$ cat src/rtl/joint_pd_speed_controller_macros.svh
// ----------------------------------------------------------------------------
// Joint PD speed controller assertion macros
// Shared concurrent check forms, compiled out when SYNTH is defined.
// ----------------------------------------------------------------------------
`ifndef JOINT_PD_SPEED_CONTROLLER_MACROS_SVH
`define JOINT_PD_SPEED_CONTROLLER_MACROS_SVH

`ifndef SYNTH
// same-cycle implication, checked out of reset
`define JPSC_ASSERT_IMPLY(label, clk, rst_n, ante, cons) \
    label: assert property (@(posedge clk) disable iff (!(rst_n)) (ante) |-> (cons)) \
        else $error("jpsc check failed");
// next-cycle implication, checked out of reset
`define JPSC_ASSERT_NEXT(label, clk, rst_n, ante, cons) \
    label: assert property (@(posedge clk) disable iff (!(rst_n)) (ante) |=> (cons)) \
        else $error("jpsc check failed");
`else
`define JPSC_ASSERT_IMPLY(label, clk, rst_n, ante, cons)
`define JPSC_ASSERT_NEXT(label, clk, rst_n, ante, cons)
`endif

`endif

$ cat src/rtl/jpsc_pkg.sv
// ----------------------------------------------------------------------------
// jpsc_pkg
// Widths, register codes, reset values and stage payload types.
// ----------------------------------------------------------------------------
`default_nettype none

package jpsc_pkg;

    localparam int JOINT_COUNT = 6;

    localparam int JOINT_W    = 3;
    localparam int DATA_W     = 24;
    localparam int GAIN_W     = 24;
    localparam int LIMIT_W    = 23;
    localparam int FRAC_W     = 16;
    localparam int ERR_W      = DATA_W + 1;
    localparam int DIFF_W     = ERR_W + 1;
    localparam int PROD_P_W   = GAIN_W + 1 + ERR_W;
    localparam int PROD_D_W   = GAIN_W + 1 + DIFF_W;
    localparam int SUM_W      = PROD_D_W + 1;
    localparam int REG_IDX_W  = 3;
    localparam int CFG_DATA_W = 24;

    typedef enum logic [REG_IDX_W-1:0] {
        REG_GAIN_P          = 3'd0,
        REG_GAIN_D          = 3'd1,
        REG_SPEED_LIMIT     = 3'd2,
        REG_FALLBACK_SPEED  = 3'd3,
        REG_OVERSPEED_LEVEL = 3'd4
    } reg_idx_t;

    localparam logic [GAIN_W-1:0]  GAIN_P_RESET          = 24'd65536;
    localparam logic [GAIN_W-1:0]  GAIN_D_RESET          = 24'd13107;
    localparam logic [LIMIT_W-1:0] SPEED_LIMIT_RESET     = 23'd65536;
    localparam logic [LIMIT_W-1:0] FALLBACK_SPEED_RESET  = 23'd32768;
    localparam logic [LIMIT_W-1:0] OVERSPEED_LEVEL_RESET = 23'd196608;

    typedef struct packed {
        logic [GAIN_W-1:0]  gain_p;
        logic [GAIN_W-1:0]  gain_d;
        logic [LIMIT_W-1:0] speed_limit;
        logic [LIMIT_W-1:0] fallback_speed;
        logic [LIMIT_W-1:0] overspeed_level;
    } jpsc_cfg_t;

    typedef struct packed {
        logic [JOINT_W-1:0]       joint;
        logic signed [DATA_W-1:0] measured_position;
        logic signed [DATA_W-1:0] measured_velocity;
        logic signed [DATA_W-1:0] target_position;
        logic                     target_valid;
    } jpsc_sample_t;

    typedef struct packed {
        logic [JOINT_W-1:0]       joint;
        logic                     active;
        logic                     trip;
        logic signed [ERR_W-1:0]  err;
        logic signed [DIFF_W-1:0] diff;
    } jpsc_err_t;

    typedef struct packed {
        logic [JOINT_W-1:0]         joint;
        logic                       active;
        logic                       trip;
        logic signed [PROD_P_W-1:0] prod_p;
        logic signed [PROD_D_W-1:0] prod_d;
    } jpsc_prod_t;

    typedef struct packed {
        logic [JOINT_W-1:0]       joint;
        logic signed [DATA_W-1:0] speed;
        logic                     command_valid;
        logic                     clamped;
        logic                     trip;
    } jpsc_result_t;

endpackage

`default_nettype wire

$ cat src/rtl/jpsc_limit_stage.sv
// ----------------------------------------------------------------------------
// jpsc_limit_stage
// Sum of products, limit test, fallback select and result register.
// ----------------------------------------------------------------------------
`default_nettype none

module jpsc_limit_stage (
    input  wire                            aclk,
    input  wire                            aresetn,
    input  wire                            in_valid,
    output logic                           in_ready,
    input  jpsc_pkg::jpsc_prod_t           in_data,
    input  wire  [jpsc_pkg::LIMIT_W-1:0]   speed_limit,
    input  wire  [jpsc_pkg::LIMIT_W-1:0]   fallback_speed,
    output logic                           out_valid,
    input  wire                            out_ready,
    output jpsc_pkg::jpsc_result_t         out_data
);
    import jpsc_pkg::*;

    logic                     valid_reg;
    jpsc_result_t             data_reg;
    jpsc_result_t             data_next;
    logic signed [SUM_W-1:0]  sum;
    logic signed [SUM_W-1:0]  lim;
    logic signed [DATA_W-1:0] fb;
    logic                     over;

    assign in_ready  = !valid_reg || out_ready;
    assign out_valid = valid_reg;
    assign out_data  = data_reg;

    always_comb begin
        sum  = SUM_W'(in_data.prod_p) + SUM_W'(in_data.prod_d);
        lim  = $signed(SUM_W'({speed_limit, FRAC_W'(0)}));
        over = (sum > lim) || (sum < -lim);
        fb   = $signed({1'b0, fallback_speed});

        data_next.joint         = in_data.joint;
        data_next.trip          = in_data.trip;
        data_next.command_valid = in_data.active;
        data_next.clamped       = in_data.active && over;
        if (!in_data.active) begin
            data_next.speed = '0;
        end else if (over) begin
            // over the limit means sum is nonzero; sign bit picks direction
            data_next.speed = sum[SUM_W-1] ? -fb : fb;
        end else begin
            // floor shift; fits since |sum| <= limit scaled
            data_next.speed = sum[FRAC_W+DATA_W-1:FRAC_W];
        end
    end

    always_ff @(posedge aclk) begin
        if (!aresetn) begin
            valid_reg <= 1'b0;
        end else if (in_ready) begin
            valid_reg <= in_valid;
        end
    end

    always_ff @(posedge aclk) begin
        if (in_ready && in_valid) begin
            data_reg <= data_next;
        end
    end

endmodule

`default_nettype wire
$ cat config.mk
export PLATFORM = sky130hd
export DESIGN_NAME = jpsc_limit_stage
export DESIGN_NICKNAME = d
export VERILOG_FILES = /design/src/rtl/joint_pd_speed_controller_macros.svh /design/src/rtl/jpsc_pkg.sv /design/src/rtl/jpsc_limit_stage.sv
export SDC_FILE = /design/constraint.sdc
export NUM_CORES = 1
export LEC_CHECK = 0
export BUFFER_PORTS_ARGS = -buffer_cell sky130_fd_sc_hd__buf_4
export CAP_MARGIN = 5
export CORE_AREA = 2 2 110 166
export DETAILED_ROUTE_END_ITERATION = 10
export DIE_AREA = 0 0 112 168
export GPL_ROUTABILITY_DRIVEN = 0
export PLACE_DENSITY = 0.66
export SETUP_SLACK_MARGIN = 0.1
export SLEW_MARGIN = 0
export SYNTH_ARGS = -nofsm -noshare
export SYNTH_HDL_FRONTEND = slang
export SYNTH_SLANG_ARGS = --single-unit
$ cat constraint.sdc
create_clock -name aclk -period 6.9 [get_ports aclk]
set_input_delay 1.035 -clock aclk [delete_from_list [all_inputs] [get_ports aclk]]
set_output_delay 1.035 -clock aclk [all_outputs]
set_load 0.01 [all_outputs]
After elaboration in Yosys (flattened, before gate mapping)
Index checks and enable logic that the tools add are counted.
{"block": "op_classes", "n_lt_le_gt_ge": 2, "add_sub_neg": 3, "reduce_logical": 5, "n_mux": 2}
{"cell": "adder 50 x 51 -> 52 bit", "n": 1}
{"cell": "greater-than comparator 52 x 40 -> 1 bit", "n": 1}
{"cell": "< comparator 52 bit", "n": 1}
{"cell": "negator 39 -> 52 bit", "n": 1}
{"cell": "2-to-1 mux 24 bit", "n": 2}
{"cell": "negator 23 -> 24 bit", "n": 1}
{"cell": "logical AND 1 bit", "n": 2}
{"cell": "logical OR 1 bit", "n": 2}
{"cell": "zero test 1 bit", "n": 1}
{"block": "totals", "wordCells": 18, "ff_bits": 31}

Logic depth before layout (Yosys ltp)
{"block": "logic_depth", "word_depth": 4, "depth_mapped": 24}

Worst setup path after synthesis
No wires, ideal clock.
{"block": "synth_path", "path_type": "input port to flip-flop", "from": "input in_data[0] (netlist name)", "to": "register data_reg, in the netlist out_data[10], data pin", "setup_slack_ns": 1.299, "n_path_buf": 2, "arrival_ns": 5.320, "path_stages": 22, "required_time_ns": 6.619, "cell_sequence": "ha_1 > fa_1 > a211oi_2 > o211ai_1 > a41oi_2 > o21ai_1 > a21oi_1 > o21ai_0 > xor2_1 > ha_1 > nand4_1 > or2_2 > nor4_1 > and3_1 > o2111ai_1 > a2111oi_0 > nor3_1 > nand4bb_1 > buf_2 > buf_6 > a21oi_1 > a211oi_2"}
{"block": "synth_between", "elab_chain_len": 4}
{"item": "start: declaration", "line": "jpsc_limit_stage.sv:12", "source": "input jpsc_pkg::jpsc_prod_t in_data,"}
{"item": "adder 50 x 51 -> 52 bit *", "line": "jpsc_limit_stage.sv:34", "source": "sum = SUM_W'(in_data.prod_p) + SUM_W'(in_data.prod_d);"}
{"item": "greater-than comparator 52 x 40 -> 1 bit / < comparator 52 bit (equally long branches)", "line": "jpsc_limit_stage.sv:36", "source": "over = (sum > lim) || (sum < -lim);"}
{"item": "logical OR 1 bit", "line": "jpsc_limit_stage.sv:36"}
{"item": "2-to-1 mux 24 bit *", "line": "jpsc_limit_stage.sv:45", "source": "end else if (over) begin"}
{"item": "end signal: assignment", "line": "jpsc_limit_stage.sv:64", "source": "data_reg <= data_next;"}
{"item": "end: declaration", "line": "jpsc_limit_stage.sv:22", "source": "jpsc_result_t data_reg;"}
Mark *: on every way between the ends. The rest lies on a longest branch, timed or not.
A chain may end at the register's enable or synchronous reset.

Final worst setup path
{"block": "layout_path", "from": "input in_data[0] (netlist name)", "to": "register data_reg, in the netlist out_data[11], data pin"}
Same word-level chain as after synthesis.

==> flow_metrics.py <==
metrics = {
    "finish": {
        "fin_util_pct": 51.7,
        "final_cell_mix": "buf_4, ha_1, a21oi_1",
        "nets": 1413,
        "layout_commonest_cell": "buf_4",
        "antennaDiodeCount": 0,
        "instances_no_fill": 1364,
        "area_growth_pct": 23.2,
        "drive_gt1_share_pct": 22.1,
    },
    "setup_path": {
        "path_cells": "buf_4 > ha_1 > fa_1 > a211oi_2 > o211ai_1 > a41oi_2 > o21ai_1 > a21oi_1 > nor2_1 > nor2_1 > xnor2_1 > ha_1 > nand4_1 > or2_2 > nor4_1 > and3_1 > o2111ai_1 > a2111oi_0 > nor3_1 > nand4bb_1 > buf_4 > a21oi_1 > a211oi_2",
        "endpoint_kind": "flip-flop",
        "startpoint": "in_data[0]",
        "r2r-end": "out_data[2]$_DFFE_PP_",
        "r2r_cells": 3,
        "path_class": "in -> reg",
        "setup.worst_path.start_class": "input port",
        "rrSetupSlack_ns": 5.65,
        "slowest_delay_ns": 0.49,
        "critPathArrivalTime_ns": 6.35,
        "cp.required_ns": 6.88,
        "regToRegStartpoint": "out_valid$_SDFFE_PN0N_",
        "critPathSlowestCell": "a2111oi_0",
        "setup.worst_path.end": "out_data[11]$_SDFFCE_PN0P_",
        "critical_path.max_fanout": 24,
    },
    "logic_synthesis": {
        "yosys.area_share.simple_pct": 24.9,
        "syn_inst": 980,
        "synth_area_sq_um": 7370,
        "syn_avg_cell_area_sq_um": 7.52,
        "synth_warnings": 0,
        "synth_edf_count": 30,
        "ys_ff_latch": 31,
        "syn-num-nets": 1247,
        "synthAdderAreaFrac_pct": 19.0,
        "synth_mux_area_share_pct": 0.272,
        "async_flop_share_pct": 0,
        "synth_ff_type": "edfxtp_1",
        "yosysUniqueCellTypes": 75,
        "ys_seq_area_share_pct": 12.5,
        "synth_compound_area_share_pct": 29.8,
        "synth_top_family_by_area": "compound AO/OA/AOI/OAI gates",
        "synthXorXnorAreaFrac_pct": 8.32,
    },
    "drt": {
        "wl_met1_mm": 9.43,
        "wl_met3_mm": 1.41,
        "wl_mm": 24.1,
        "met2_length_mm": 12.2,
        "wl_per_cell_microns": 17.7,
        "first_pass_iters": 5,
        "viasPerCell": 6.02,
        "ant_nets": 0,
        "drt_iter0_drc": 511,
        "dr_total_vias": 8212,
        "route.top_layer_used": "met4",
        "drc": 0,
    },
    "placed_design": {
        "dp_hpwl_mm": 20.6,
        "placed_cells": 1356,
        "io_buffers": 187,
    },
    "outcome": {
        "outcome": "finished, final reports clean",
    },
    "global_routing": {
        "antenna_found_initial": 0,
        "grt_pass1_vias": 7904,
        "grt-ovfl-total": 0,
        "grt_usage_pct": 24.7,
        "grt_first_pass_wirelength_mm": 38.6,
        "grt_max_degree": 31,
    },
    "worst_hold_path": {
        "worstHoldPathType": "reg -> reg",
    },
    "clock_tree": {
        "clockBufferDepth": 2,
        "cts_tree": "yes",
        "post-cts-setup-buffers": 0,
        "clk_pin_slew_worst_paths_ns": 0.05,
        "clock-root-buffer": "clkbuf_16",
        "cts_hold_buffers": 0,
        "cts_buffers": 5,
        "cts_sinks": 31,
        "clkLatencyLatePin_ns": 0.28,
        "cts_resized": 0,
        "htreeDepth": 2,
    },
    "pwr": {
        "finalPower_mw": 1.28,
        "power_leakage_nw": 3.97,
        "ir_drop_mv": 0.208,
        "p_per_area_nw_per_um2": 140,
    },
    "floorplan": {
        "rows": 60,
        "dieHeight_microns": 168,
        "ios": 188,
        "die_area_sq_um": 18800,
        "die_x_microns": 112,
        "initial_core_util_pct": 41.9,
        "fp.coreArea_sq_um": 17600,
    },
    "timing": {
        "setup_viol": 0,
        "period_share_pct": 92.4,
        "drv_slew": 0,
        "hold_violations": 0,
        "grt_setup_unrepaired": "false",
        "post-route-min-period_ns": 6.37,
        "fin_skew_ns": 0.00379,
        "fmax_mhz": 157,
        "tns_ns": 0,
        "worst_pin_slew_ns": 1.11,
        "maxSlewHeadroom_pct": 25.7,
    },
    "flow_run": {
        "maxCapViolCount": 0,
    },
}
## worst max-delay path: cells and delay by family
| kind | cells | cell delay, ns |
|---|---|---|
| AND/OR/NAND/NOR | 8 | 1.50 |
| buffers and inverters | 2 | 0.38 |
| adder cells (fa/ha/maj) | 3 | 0.97 |
| AO/OA/AOI/OAI | 9 | 2.27 |
| XOR/XNOR | 1 | 0.18 |
## layer usage
| layer | vias up | GRT usage (%) |
|---|---|---|
| met5 | - | 0 |
| met3 | 70 | 1.73 |
| met1 | 3770 | 28.8 |
| met4 | 0 | 10.7 |
| li1 | 4054 | - |
| met2 | 318 | 46.0 |
## area by class of cell
cell class,instances,area (sq um)
multi-input combinational,863,6060
fill,1842,8490
sequential,31,921
clock inverter,3,20.0
tap,217,272
timing repair buffer,197,1500
inverter,48,180
clock buffer,5,125
## state kept, by name, indices dropped and copies added (netlist names)
name / flops
out_data: 30
out_valid: 1
## metrics by stage
step | hold slack, ns | area, sq um | setup slack (ns)
after global routing | 0.605 | 9080 | 0.228
final | 0.550 | 9080 | 0.527
after CTS | 0.570 | 9080 | 0.559
after global placement | 0.553 | 8930 | 0.451
after detailed placement | 0.562 | 8930 | 0.295
after floorplan | 0.610 | 7370 | 1.30
## cell families (layout without fill, tap and decap cells)
logic type	Yosys count	count (layout)
AOI/OAI and AO/OA	321	321
xor gates and xnor gates	70	70
adders and majority gates	111	111
buffers and inverters	86	253
DFF	31	31
muxes	2	2
and+or+nand+nor	359	359
## where the power goes
group	leakage, nW	switching (mW)	internal, mW
Clock	0.0658	0.0865	0.133
Combinational	3.60	0.468	0.351
Sequential	0.306	0.00577	0.232
## cell usage after synthesis, types with 4 or more instances
| master | n | share of area (%) |
|---|---|---|
| clkbuf_1 | 15 | 0.76 |
| a211oi_2 | 22 | 3.7 |
| buf_2 | 15 | 1.0 |
| or3_1 | 16 | 1.4 |
| nor3_1 | 32 | 2.2 |
| xnor2_1 | 59 | 7.0 |
| o21bai_1 | 5 | 0.51 |
| a21oi_1 | 101 | 6.9 |
| a211oi_1 | 11 | 1.1 |
| and2_1 | 8 | 0.68 |
| edfxtp_1 | 30 | 12 |
| xor2_1 | 11 | 1.3 |
| nand4_1 | 32 | 2.7 |
| o2111ai_1 | 4 | 0.48 |
| o21ai_1 | 9 | 0.61 |
| buf_6 | 5 | 0.76 |
| nand2b_1 | 7 | 0.59 |
| a21o_1 | 37 | 3.8 |
| nand3_1 | 28 | 1.9 |
| ha_1 | 110 | 19 |
| or4_1 | 4 | 0.41 |
| nor4_1 | 30 | 2.5 |
| nor2_1 | 78 | 4.0 |
| o21a_1 | 8 | 0.82 |
| a31oi_1 | 10 | 0.85 |
| o21ai_0 | 48 | 3.3 |
| a21boi_0 | 5 | 0.51 |
| inv_1 | 47 | 2.4 |
| nand2_1 | 88 | 4.5 |
| o211ai_1 | 6 | 0.61 |
| o31ai_1 | 6 | 0.61 |
| nor2b_1 | 6 | 0.51 |
| a21oi_2 | 10 | 1.2 |
| and4_1 | 5 | 0.59 |
| a221oi_1 | 4 | 0.48 |
| and3_1 | 8 | 0.68 |
## worst min-delay path by stage
stage                                      start                endpoint  slack [ns]  cells past startpoint
after detailed placement  out_valid$_SDFFE_PN0N_  out_valid$_SDFFE_PN0N_        0.56                      2
after global placement    out_valid$_SDFFE_PN0N_  out_valid$_SDFFE_PN0N_        0.55                      2
after global routing      out_valid$_SDFFE_PN0N_  out_valid$_SDFFE_PN0N_        0.60                      2
final                     out_valid$_SDFFE_PN0N_  out_valid$_SDFFE_PN0N_        0.55                      2
after floorplan           out_valid$_SDFFE_PN0N_  out_valid$_SDFFE_PN0N_        0.61                      2
after CTS                 out_valid$_SDFFE_PN0N_  out_valid$_SDFFE_PN0N_        0.57                      2
Power figures use the tool's default switching activity.
