File: src/rtl/joint_pd_speed_controller_macros.svh
// ----------------------------------------------------------------------------
// Joint PD speed controller assertion macros
// Shared concurrent check forms, compiled out when SYNTH is defined.
// ----------------------------------------------------------------------------
`ifndef JOINT_PD_SPEED_CONTROLLER_MACROS_SVH
`define JOINT_PD_SPEED_CONTROLLER_MACROS_SVH

`ifndef SYNTH
// same-cycle implication, checked out of reset
`define JPSC_ASSERT_IMPLY(label, clk, rst_n, ante, cons) \
    label: assert property (@(posedge clk) disable iff (!(rst_n)) (ante) |-> (cons)) \
        else $error("jpsc check failed");
// next-cycle implication, checked out of reset
`define JPSC_ASSERT_NEXT(label, clk, rst_n, ante, cons) \
    label: assert property (@(posedge clk) disable iff (!(rst_n)) (ante) |=> (cons)) \
        else $error("jpsc check failed");
`else
`define JPSC_ASSERT_IMPLY(label, clk, rst_n, ante, cons)
`define JPSC_ASSERT_NEXT(label, clk, rst_n, ante, cons)
`endif

`endif

File: src/rtl/jpsc_pkg.sv
// ----------------------------------------------------------------------------
// jpsc_pkg
// Widths, register codes, reset values and stage payload types.
// ----------------------------------------------------------------------------
`default_nettype none

package jpsc_pkg;

    localparam int JOINT_COUNT = 6;

    localparam int JOINT_W    = 3;
    localparam int DATA_W     = 24;
    localparam int GAIN_W     = 24;
    localparam int LIMIT_W    = 23;
    localparam int FRAC_W     = 16;
    localparam int ERR_W      = DATA_W + 1;
    localparam int DIFF_W     = ERR_W + 1;
    localparam int PROD_P_W   = GAIN_W + 1 + ERR_W;
    localparam int PROD_D_W   = GAIN_W + 1 + DIFF_W;
    localparam int SUM_W      = PROD_D_W + 1;
    localparam int REG_IDX_W  = 3;
    localparam int CFG_DATA_W = 24;

    typedef enum logic [REG_IDX_W-1:0] {
        REG_GAIN_P          = 3'd0,
        REG_GAIN_D          = 3'd1,
        REG_SPEED_LIMIT     = 3'd2,
        REG_FALLBACK_SPEED  = 3'd3,
        REG_OVERSPEED_LEVEL = 3'd4
    } reg_idx_t;

    localparam logic [GAIN_W-1:0]  GAIN_P_RESET          = 24'd65536;
    localparam logic [GAIN_W-1:0]  GAIN_D_RESET          = 24'd13107;
    localparam logic [LIMIT_W-1:0] SPEED_LIMIT_RESET     = 23'd65536;
    localparam logic [LIMIT_W-1:0] FALLBACK_SPEED_RESET  = 23'd32768;
    localparam logic [LIMIT_W-1:0] OVERSPEED_LEVEL_RESET = 23'd196608;

    typedef struct packed {
        logic [GAIN_W-1:0]  gain_p;
        logic [GAIN_W-1:0]  gain_d;
        logic [LIMIT_W-1:0] speed_limit;
        logic [LIMIT_W-1:0] fallback_speed;
        logic [LIMIT_W-1:0] overspeed_level;
    } jpsc_cfg_t;

    typedef struct packed {
        logic [JOINT_W-1:0]       joint;
        logic signed [DATA_W-1:0] measured_position;
        logic signed [DATA_W-1:0] measured_velocity;
        logic signed [DATA_W-1:0] target_position;
        logic                     target_valid;
    } jpsc_sample_t;

    typedef struct packed {
        logic [JOINT_W-1:0]       joint;
        logic                     active;
        logic                     trip;
        logic signed [ERR_W-1:0]  err;
        logic signed [DIFF_W-1:0] diff;
    } jpsc_err_t;

    typedef struct packed {
        logic [JOINT_W-1:0]         joint;
        logic                       active;
        logic                       trip;
        logic signed [PROD_P_W-1:0] prod_p;
        logic signed [PROD_D_W-1:0] prod_d;
    } jpsc_prod_t;

    typedef struct packed {
        logic [JOINT_W-1:0]       joint;
        logic signed [DATA_W-1:0] speed;
        logic                     command_valid;
        logic                     clamped;
        logic                     trip;
    } jpsc_result_t;

endpackage

`default_nettype wire

File: src/rtl/jpsc_error_stage.sv
// ----------------------------------------------------------------------------
// jpsc_error_stage
// Input register, per-joint last-error store, error/difference and trip.
// ----------------------------------------------------------------------------
`default_nettype none

`include "joint_pd_speed_controller_macros.svh"

module jpsc_error_stage (
    input  wire                             aclk,
    input  wire                             aresetn,
    input  wire                             in_valid,
    output logic                            in_ready,
    input  jpsc_pkg::jpsc_sample_t          in_sample,
    input  wire  [jpsc_pkg::LIMIT_W-1:0]    overspeed_level,
    output logic                            out_valid,
    input  wire                             out_ready,
    output jpsc_pkg::jpsc_err_t             out_data
);
    import jpsc_pkg::*;

    jpsc_sample_t             sample_reg;
    logic                     valid_reg;
    logic signed [ERR_W-1:0]  prev_err_reg [JOINT_COUNT];
    logic [JOINT_COUNT-1:0]   prev_valid_reg;

    logic                     advance;
    logic                     in_range;
    logic                     active;
    logic                     hit_valid;
    logic signed [ERR_W-1:0]  hit_err;
    logic signed [ERR_W-1:0]  err;
    logic signed [DIFF_W-1:0] diff;
    logic signed [DATA_W:0]   vel_ext;
    logic signed [DATA_W:0]   vel_mag;
    logic                     trip;

    assign in_ready  = !valid_reg || out_ready;
    assign out_valid = valid_reg;
    assign advance   = valid_reg && out_ready;

    always_ff @(posedge aclk) begin
        if (!aresetn) begin
            valid_reg <= 1'b0;
        end else if (in_ready) begin
            valid_reg <= in_valid;
        end
    end

    always_ff @(posedge aclk) begin
        if (in_ready && in_valid) begin
            sample_reg <= in_sample;
        end
    end

    // last-error lookup for the joint in the register
    always_comb begin
        hit_valid = 1'b0;
        hit_err   = '0;
        for (int i = 0; i < JOINT_COUNT; i++) begin
            if (int'(sample_reg.joint) == i) begin
                hit_valid = prev_valid_reg[i];
                hit_err   = prev_err_reg[i];
            end
        end
    end

    always_comb begin
        in_range = int'(sample_reg.joint) < JOINT_COUNT;
        active   = sample_reg.target_valid && in_range;
        err      = ERR_W'(sample_reg.target_position) - ERR_W'(sample_reg.measured_position);
        diff     = hit_valid ? (DIFF_W'(err) - DIFF_W'(hit_err)) : '0;
        vel_ext  = (DATA_W + 1)'(sample_reg.measured_velocity);
        vel_mag  = vel_ext[DATA_W] ? -vel_ext : vel_ext;
        trip     = $unsigned(vel_mag) > {2'b00, overspeed_level};
    end

    assign out_data.joint  = sample_reg.joint;
    assign out_data.active = active;
    assign out_data.trip   = trip;
    assign out_data.err    = err;
    assign out_data.diff   = diff;

    // state moves only when the item leaves this stage
    always_ff @(posedge aclk) begin
        if (!aresetn) begin
            prev_valid_reg <= '0;
        end else if (advance && active) begin
            for (int i = 0; i < JOINT_COUNT; i++) begin
                if (int'(sample_reg.joint) == i) begin
                    prev_valid_reg[i] <= 1'b1;
                end
            end
        end
    end

    always_ff @(posedge aclk) begin
        if (advance && active) begin
            for (int i = 0; i < JOINT_COUNT; i++) begin
                if (int'(sample_reg.joint) == i) begin
                    prev_err_reg[i] <= err;
                end
            end
        end
    end

    `JPSC_ASSERT_NEXT(a_valid_bits_sticky, aclk, aresetn, 1'b1,
        (prev_valid_reg & $past(prev_valid_reg)) == $past(prev_valid_reg))
    `JPSC_ASSERT_NEXT(a_state_held_idle, aclk, aresetn, !(advance && active),
        $stable(prev_valid_reg))

endmodule

`default_nettype wire

File: config.mk
export PLATFORM = sky130hd
export DESIGN_NAME = jpsc_error_stage
export DESIGN_NICKNAME = d
export VERILOG_FILES = /design/src/rtl/jpsc_pkg.sv /design/src/rtl/jpsc_error_stage.sv
export VERILOG_INCLUDE_DIRS = /design/src /design/src/rtl
export SDC_FILE = /design/constraint.sdc
export NUM_CORES = 1
export LEC_CHECK = 0
export ABC_AREA = 0
export ABC_CLOCK_PERIOD_IN_PS = 6400
export BUFFER_PORTS_ARGS = -buffer_cell sky130_fd_sc_hd__buf_4
export CAP_MARGIN = 40
export CORE_ASPECT_RATIO = 0.5
export CORE_MARGIN = 4
export CORE_UTILIZATION = 40
export CTS_CLUSTER_SIZE = 40
export DETAILED_ROUTE_END_ITERATION = 12
export GPL_ROUTABILITY_DRIVEN = 0
export RECOVER_POWER = 50
export SYNTH_ARGS = -nofsm -noshare
export SYNTH_HDL_FRONTEND = slang
export SYNTH_SLANG_ARGS = --single-unit
File: constraint.sdc
create_clock -name aclk -period 6.4 [get_ports aclk]
set_input_delay 1.28 -clock aclk [delete_from_list [all_inputs] [get_ports aclk]]
set_output_delay 1.28 -clock aclk [all_outputs]
set_load 0.02 [all_outputs]
* Yosys cells after proc, flatten, opt, wreduce, memory -nomap -nowiden
Memory sizes are Yosys's and may differ from the RTL's. Cells that the tools add are included. Widths: inputs -> output; s select.
Storage, ports and cells: memories kept 1, RAM bits 150, flip-flop bits (word level) 83, logic and storage cells 88
Memories:
- prev_err_reg | depth 6, bits a word 25, rd ports 6, clocked after memory_dff 0, write ports 1, line jpsc_error_stage.sv:24 | logic signed [ERR_W-1:0] prev_err_reg [JOINT_COUNT];
Operators by class: add/sub/neg operators 3, order comparisons 2, reduce and logical (&&, ||, !) cells 18, muxes and demuxes 47, equality and inequality tests 5
Operators with widths (count):
- $mux 25 | 12
- $reduce_or 25->1 | 5
- $mux 1 | 29
- $mux 26 | 1
- $sub 25x25->26 | 1
- $gt 25x23->1 | 1
- $neg 24->25 | 1
- $sub 24x24->25 | 1
- $mux 3 | 5
- $eq 3x3->1 const B | 4
- $reduce_and 2->1 | 6
- $logic_and 1x1->1 | 4
- $eq 3x2->1 const B | 1
- $logic_not 3->1 | 1
- $lt 3x3->1 const B | 1
- $logic_not 1->1 | 1
- $logic_or 1x1->1 | 1

* Depth between registers and ports, before layout
Gate-level depths: netlist of the first run.
depth in word-level cells 11, gate-level depth with buffers 20

* Least setup slack after synthesis of the first run
Ideal clock, no wire load.
kind flip-flop to output port, start point register sample_reg[49] in the netlist's numbering, end point output out_data[25] in the netlist's numbering, cell stages (with the launch flop) 19, setup slack 0.016 ns, data arrival time 5.104 ns, required time 5.120 ns, cells stage by stage edfxtp_1 -> ha_1 -> fa_1 -> inv_1 -> a21o_1 -> a221o_1 -> a21oi_1 -> a31oi_1 -> o41ai_1 -> o311ai_0 -> ha_1 -> a21oi_1 -> o21bai_1 -> a21o_1 -> a21oi_1 -> nor2_1 -> a2111oi_0 -> mux2i_1 -> nor3_1
RTL lines:
- start, declared | line jpsc_error_stage.sv:22 | jpsc_sample_t sample_reg;
- start signal, assigned | line jpsc_error_stage.sv:52 | sample_reg <= in_sample;
- end, declared | line jpsc_error_stage.sv:18 | output jpsc_pkg::jpsc_err_t out_data

==> impl_metrics.yaml, run 1 <==
status:
  status: "complete, but fails checks"
  violations: "max-capacitance violations, max-slew violations"
sta:
  min_period_ns: 6.093
  finalSetupViolations: 0
  fin_skew_ns: 0.01913
  slew_headroom: -1.290
  hold_viol_final: 0
  slew_viol_final: 109
  layout_setup_ws_ns: 0.3068
  period_share: 0.9521
  worst_pin_slew_ns: 3.435
  max_freq_ghz: 0.1641
synthesis:
  async_flop_share: 0
  syn_nets: 1100
  ys.flop_type: "edfxtp_1"
  synth.distinct_cells: 56
  seq_area_frac_synth: 0.5826
  ys_warn_count: 0
  netlist_top_cells_count: "edfxtp_1 (226), nor2_1 (82), ha_1 (73), a21oi_1 (71), inv_1 (63)"
  synth_seq_cells: 233
  yosysTopAreaCellShare: 0.5708
  synth_area_leaders: "edfxtp_1 (57%), ha_1 (7.7%), mux4_2 (4.5%)"
  netlist_instances: 922
  synth_most_common_cell: "edfxtp_1"
  yosysTopAreaCell: "edfxtp_1"
  synth.avg_cell_area_um2: 12.90
  synth_edf_count: 226
  synth_area_um2: 11890
detailed_routing:
  drt-pass1-iter-count: 5
  drt_iter0_drc: 570
  vias_per_cell: 5.254
  drt-wirelength-per-cell_um: 18.91
  drc: 0
  wl_um: 28570
  antenna_left: 0
  vias: 7939
final_layout:
  final_cells: 1511
  layout.nets: 1283
  seqCellArea_um2: 6927
  area_delta_synth_final_pct: 21.97
  multi_input_area_um2: 4733
  fillers: 2526
  antenna_cells: 0
  final_util: 0.4980
  drive_gt1_frac: 0.2330
  largest_reg_flops: 150
  final_area_um2: 14500
worst_setup_path:
  critical_path_arrival_ns: 4.81
  critical_path.max_fanout: 8
  cp-start-kind: "flip-flop"
  end_kind: "output port"
  worst-setup-path-type: "flip-flop to output port"
  critPathRequiredTime_ns: 5.12
placement:
  io_buffers: 160
  dpl_worst_slack_ns: 0.4045
  hpwl_um: 20690
  dp_cells: 1469
  dpl_cell_area_um2: 13770
clocking:
  cts_root_buf: "clkbuf_16"
  cts_hold_buf: 0
  clk_latency_ns: 0.54
  clk_pin_slew_ns: 0.06
  cts_buffer_depth: 3
  htree_num_levels: 1
  cts_tree: "done"
  cts.sinks: 233
  numCtsBuffers: 23
pwr:
  finalPower_mw: 4.135
  power_density_nw_per_um2: 285.1
  power_leakage_nw: 5.650
  vdd_drop_max_v: 0.0001617
worst_hold_path:
  hold_class: "flip-flop to flip-flop"
grt:
  grt-ovfl-total: 0
  grt_max_degree: 66
  grt_pass1_vias: 7736
  grt_pass1_wl_um: 43670
  antenna_found_initial: 3
  grtUsageTotal: 0.1726
die:
  core_area_um2: 29120
  initial_utilization: 0.4083
  io_pins: 161
  die_height_um: 129.9
  rows: 44
  die_w_um: 251.8
  die-area_um2: 32720
run:
  drv_cap: 3
critical path, stage by stage (launching register included):
cell	delay, ns
edfxtp_1	0.37
inv_1	0.06
ha_1	0.19
fa_1	0.22
inv_1	0.05
a21o_1	0.16
a221o_1	0.36
a21oi_2	0.23
a31oi_2	0.15
o41ai_4	0.39
buf_4	0.21
xnor2_4	0.19
ha_4	0.29
a21oi_1	0.14
nor2b_1	0.07
o21ai_1	0.16
nand2b_1	0.10
a211oi_1	0.29
o31ai_1	0.13
o21a_1	0.19
nor3_1	0.16
buf_4	0.17
final timing paths:
check / startpoint / end / slack, ns / cells after the start
max: sample_reg[1] / out_data[23] / 0.31 / 21
min: prev_valid_reg[5] / prev_valid_reg[5] / 0.47 / 1
max reg2reg: out_valid / sample_reg[66] / 2.34 / 3
min reg2reg: prev_valid_reg[5] / prev_valid_reg[5] / 0.47 / 1
final cells by class:
class                      count  area share
tap                          391     0.03373
timing repair buffer         192     0.09801
multi-input combinational    591      0.3264
clock inverter                14    0.007247
sequential                   233      0.4776
inverter                      64     0.01656
clock buffer                  26     0.04046
layout by cell type (no fill, tap or decap), drive strengths merged, types with 3 or more instances in the layout:
cell / count
edfxtp: 226
clkbuf: 114
buf: 104
nor2: 82
ha: 73
a21oi: 71
inv: 65
nand2: 44
xnor2: 44
o21ai: 31
mux2i: 28
mux4: 24
a21o: 23
xor2: 17
o21a: 16
nand2b: 11
nor2b: 11
clkinv: 11
nand3: 10
nand4: 9
o31ai: 9
a31oi: 9
dfxtp: 7
nor3: 7
or4: 7
o41ai: 6
a21boi: 5
a211oi: 5
o21bai: 5
and3: 4
and2: 4
o311ai: 4
o211ai: 3
a41oi: 3
report_power, final:
part	internal (mW)	switching (mW)	total, mW
logic	0.437	0.624	1.06
registers	1.77	0.0234	1.80
clock network	0.702	0.575	1.28
layer usage:
layer / share of wire / vias to the layer above / global-route usage
met5: 0.0010 / - / 0
met4: 0.020 / 6 / 0.03759
met3: 0.075 / 45 / 0.03904
met2: 0.45 / 230 / 0.2807
met1: 0.45 / 3835 / 0.2409
li1: - / 3823 / -
stage by stage:
step           setup TNS [ns]  hold WS (ns)
2_1_floorplan               0        0.4354
3_3_place_gp                0        0.4421
3_5_place_dp                0        0.4541
4_1_cts                     0        0.4686
5_1_grt             -0.002801        0.4847
6_report                    0        0.4668
what timing repair did:
item                       CTS  global route
setup buffers                0             2
gates resized for setup      1            23
pin swaps                    0             3
setup endpoints to repair    3             9
cloned                       0             0
kinds of logic after synthesis:
family	synth area share
xor+xnor	0.04493
buf+inv	0.03252
flops	0.5826
mux	0.07093
simple gates	0.07997
fa+ha+maj	0.08019
compound gates	0.1089
Power figures use the tool's default switching activity.
==> run 2: changes to the inputs <==
Settings changed: ABC_CLOCK_PERIOD_IN_PS 6400 to 5900.
Clock period 6.4 ns to 5.9 ns, I/O delays scaled along.
==> run 2 against run 1 <==
Against the previous run:
- total power is 12% higher
- critical path depth increased by 1
- combinational power rose by 20%
- routed wire length grew 1.8%
- the flow now finishes without violations
- critical endpoint unchanged
- critical path type unchanged
- sequential power is 8% higher
- via count rose by 1.3%
- first-iteration DRC count down 8.2%
- flip-flop and latch count unchanged
- hold slack improved by 0.00051 ns
- final cell count rose by 1.8%
==> impl_metrics.yaml, run 2 (same netlist as run 1, synthesis figures left out) <==
status:
  status: "completed"
grt:
  grt-ovfl-total: 0
  antenna_found_initial: 4
  grt_max_degree: 70
  grt_pass1_wl_um: 43720
  grt_pass1_vias: 7930
  grtUsageTotal: 0.1724
detailed_routing:
  drt_iter0_drc: 523
  drc: 0
  wl_um: 29090
  drt-wirelength-per-cell_um: 18.92
  antenna_left: 0
  drt-pass1-iter-count: 4
  vias: 8043
  vias_per_cell: 5.230
pwr:
  power_density_nw_per_um2: 309.8
  p_comb_frac: 0.274
  power_leakage_nw: 5.859
  power.internal_mw: 3.271
  vdd_drop_max_v: 0.0001854
  seqPwrFrac: 0.419
  p_clk_frac: 0.307
  power.share.switching: 0.2955
  netSwitchingPower_mw: 1.372
worst_setup_path:
  worst-setup-path-type: "flip-flop to output port"
  critical_path.max_fanout: 3
  critPathRequiredTime_ns: 4.72
  cp-start-kind: "flip-flop"
  end_kind: "output port"
  critical_path_arrival_ns: 4.59
final_layout:
  layout.nets: 1307
  multi_input_area_um2: 4926
  final_common_cell: "edfxtp_1"
  final_area_um2: 14980
  fillers: 2463
  seqCellArea_um2: 6927
  final_cells: 1538
  drive_gt1_frac: 0.2880
  largest_reg_flops: 150
  area_delta_synth_final_pct: 26.01
  mostFrequentLayoutCells: "edfxtp_1 (226), buf_4 (134), nor2_1 (79)"
die:
  io_pins: 161
  core_area_um2: 29120
  rows: 44
  die_w_um: 251.8
  initial_utilization: 0.4083
  die-area_um2: 32720
  die_height_um: 129.9
sta:
  slew_headroom: 0.4481
  hold_viol_final: 0
  period_share: 0.9784
  rsz0062_at_grt: "true"
  max_freq_ghz: 0.1732
  fin_skew_ns: 0.02423
  min_period_ns: 5.773
  finalSetupViolations: 0
  slew_viol_final: 0
  layout_setup_ws_ns: 0.1272
  worst_pin_slew_ns: 0.8278
worst_hold_path:
  hold_class: "flip-flop to flip-flop"
placement:
  dp_cells: 1478
  dpl_worst_slack_ns: 0.1928
  dpl_cell_area_um2: 13830
  hpwl_um: 20790
  io_buffers: 160
clocking:
  clk_latency_ns: 0.53
  htree_num_levels: 1
  numCtsBuffers: 23
  clk_pin_slew_ns: 0.06
  cts_root_buf: "clkbuf_16"
  cts_tree: "done"
  cts.sinks: 233
  cts_buffer_depth: 3
run:
  drv_cap: 0
run 2: changes by cell type in the layout (fill, tap and decap cells not counted), sizes merged:
cell / change
diode: +1
clkbuf: -15
clkinv: +4
buf: +36
bufinv: +1
run 2: final cells by class:
type                            count  share of cell area
Antenna cell                        1           0.0001670
Clock buffer                       23             0.03841
Clock inverter                     19             0.01010
Inverter                           64             0.01603
Multi-Input combinational cell    591              0.3288
Sequential cell                   233              0.4623
Tap cell                          391             0.03265
Timing Repair Buffer              216              0.1116
run 2: through the flow:
stage	total power, mW	TNS [ns]	utilization	hold slack [ns]
after floorplan	2.716	0	-	0.4354
after global placement	3.100	0	0.4715	0.4465
after detailed placement	3.118	0	0.4750	0.4522
after CTS	4.571	-0.1568	0.5028	0.4673
after global routing	4.865	-0.4082	0.5144	0.4902
final	4.642	0	0.5145	0.4673
run 2: metal layers:
metal / share of wire / track usage
met1: 0.46 / 0.2414
met2: 0.46 / 0.2845
met3: 0.059 / 0.03844
met4: 0.014 / 0.02852
met5: 0.0018 / 0
run 2: power groups by stage:
stage               Clock, mW  Combinational [mW]  Sequential [mW]
finish                   1.42                1.27             1.94
global route             1.53                1.38             1.95
detailed placement          0                1.14             1.98
floorplan                   0               0.741             1.97
CTS                      1.46                1.16             1.95
global placement            0                1.12             1.98
run 2: what timing repair did:
action	in CTS	in global routing
pin swaps	5	21
gates cloned	0	0
hold buffers	0	0
setup buffers	4	13
endpoints found under the setup margin	7	11
gates resized for setup	11	46
run 2: final timing paths:
| path | startpoint | to | slack, ns | cells after the start |
|---|---|---|---|---|
| worst max register to register | sample_reg[1] | prev_err_reg[1][18] | 2.93 | 14 |
| worst min register to register | prev_valid_reg[0] | prev_valid_reg[0] | 0.47 | 1 |
| worst max-delay path | sample_reg[1] | out_data[23] | 0.13 | 22 |
| worst min-delay path | prev_valid_reg[0] | prev_valid_reg[0] | 0.47 | 1 |
run 2: critical path, stage by stage (launching register included):
cell and delay (ns):
edfxtp_1 0.37, inv_2 0.08, ha_4 0.14, fa_2 0.21, inv_1 0.05, a21o_1 0.16, a221o_1 0.38, a21oi_2 0.20
a31oi_2 0.14, o41ai_2 0.26, buf_4 0.19, buf_4 0.13, xnor2_4 0.15, ha_4 0.25, a21oi_1 0.14, nor2b_1 0.06
o21ai_0 0.19, nand2b_1 0.12, a211oi_2 0.25, o31ai_2 0.10, o21a_1 0.19, nor3_1 0.16, buf_4 0.17
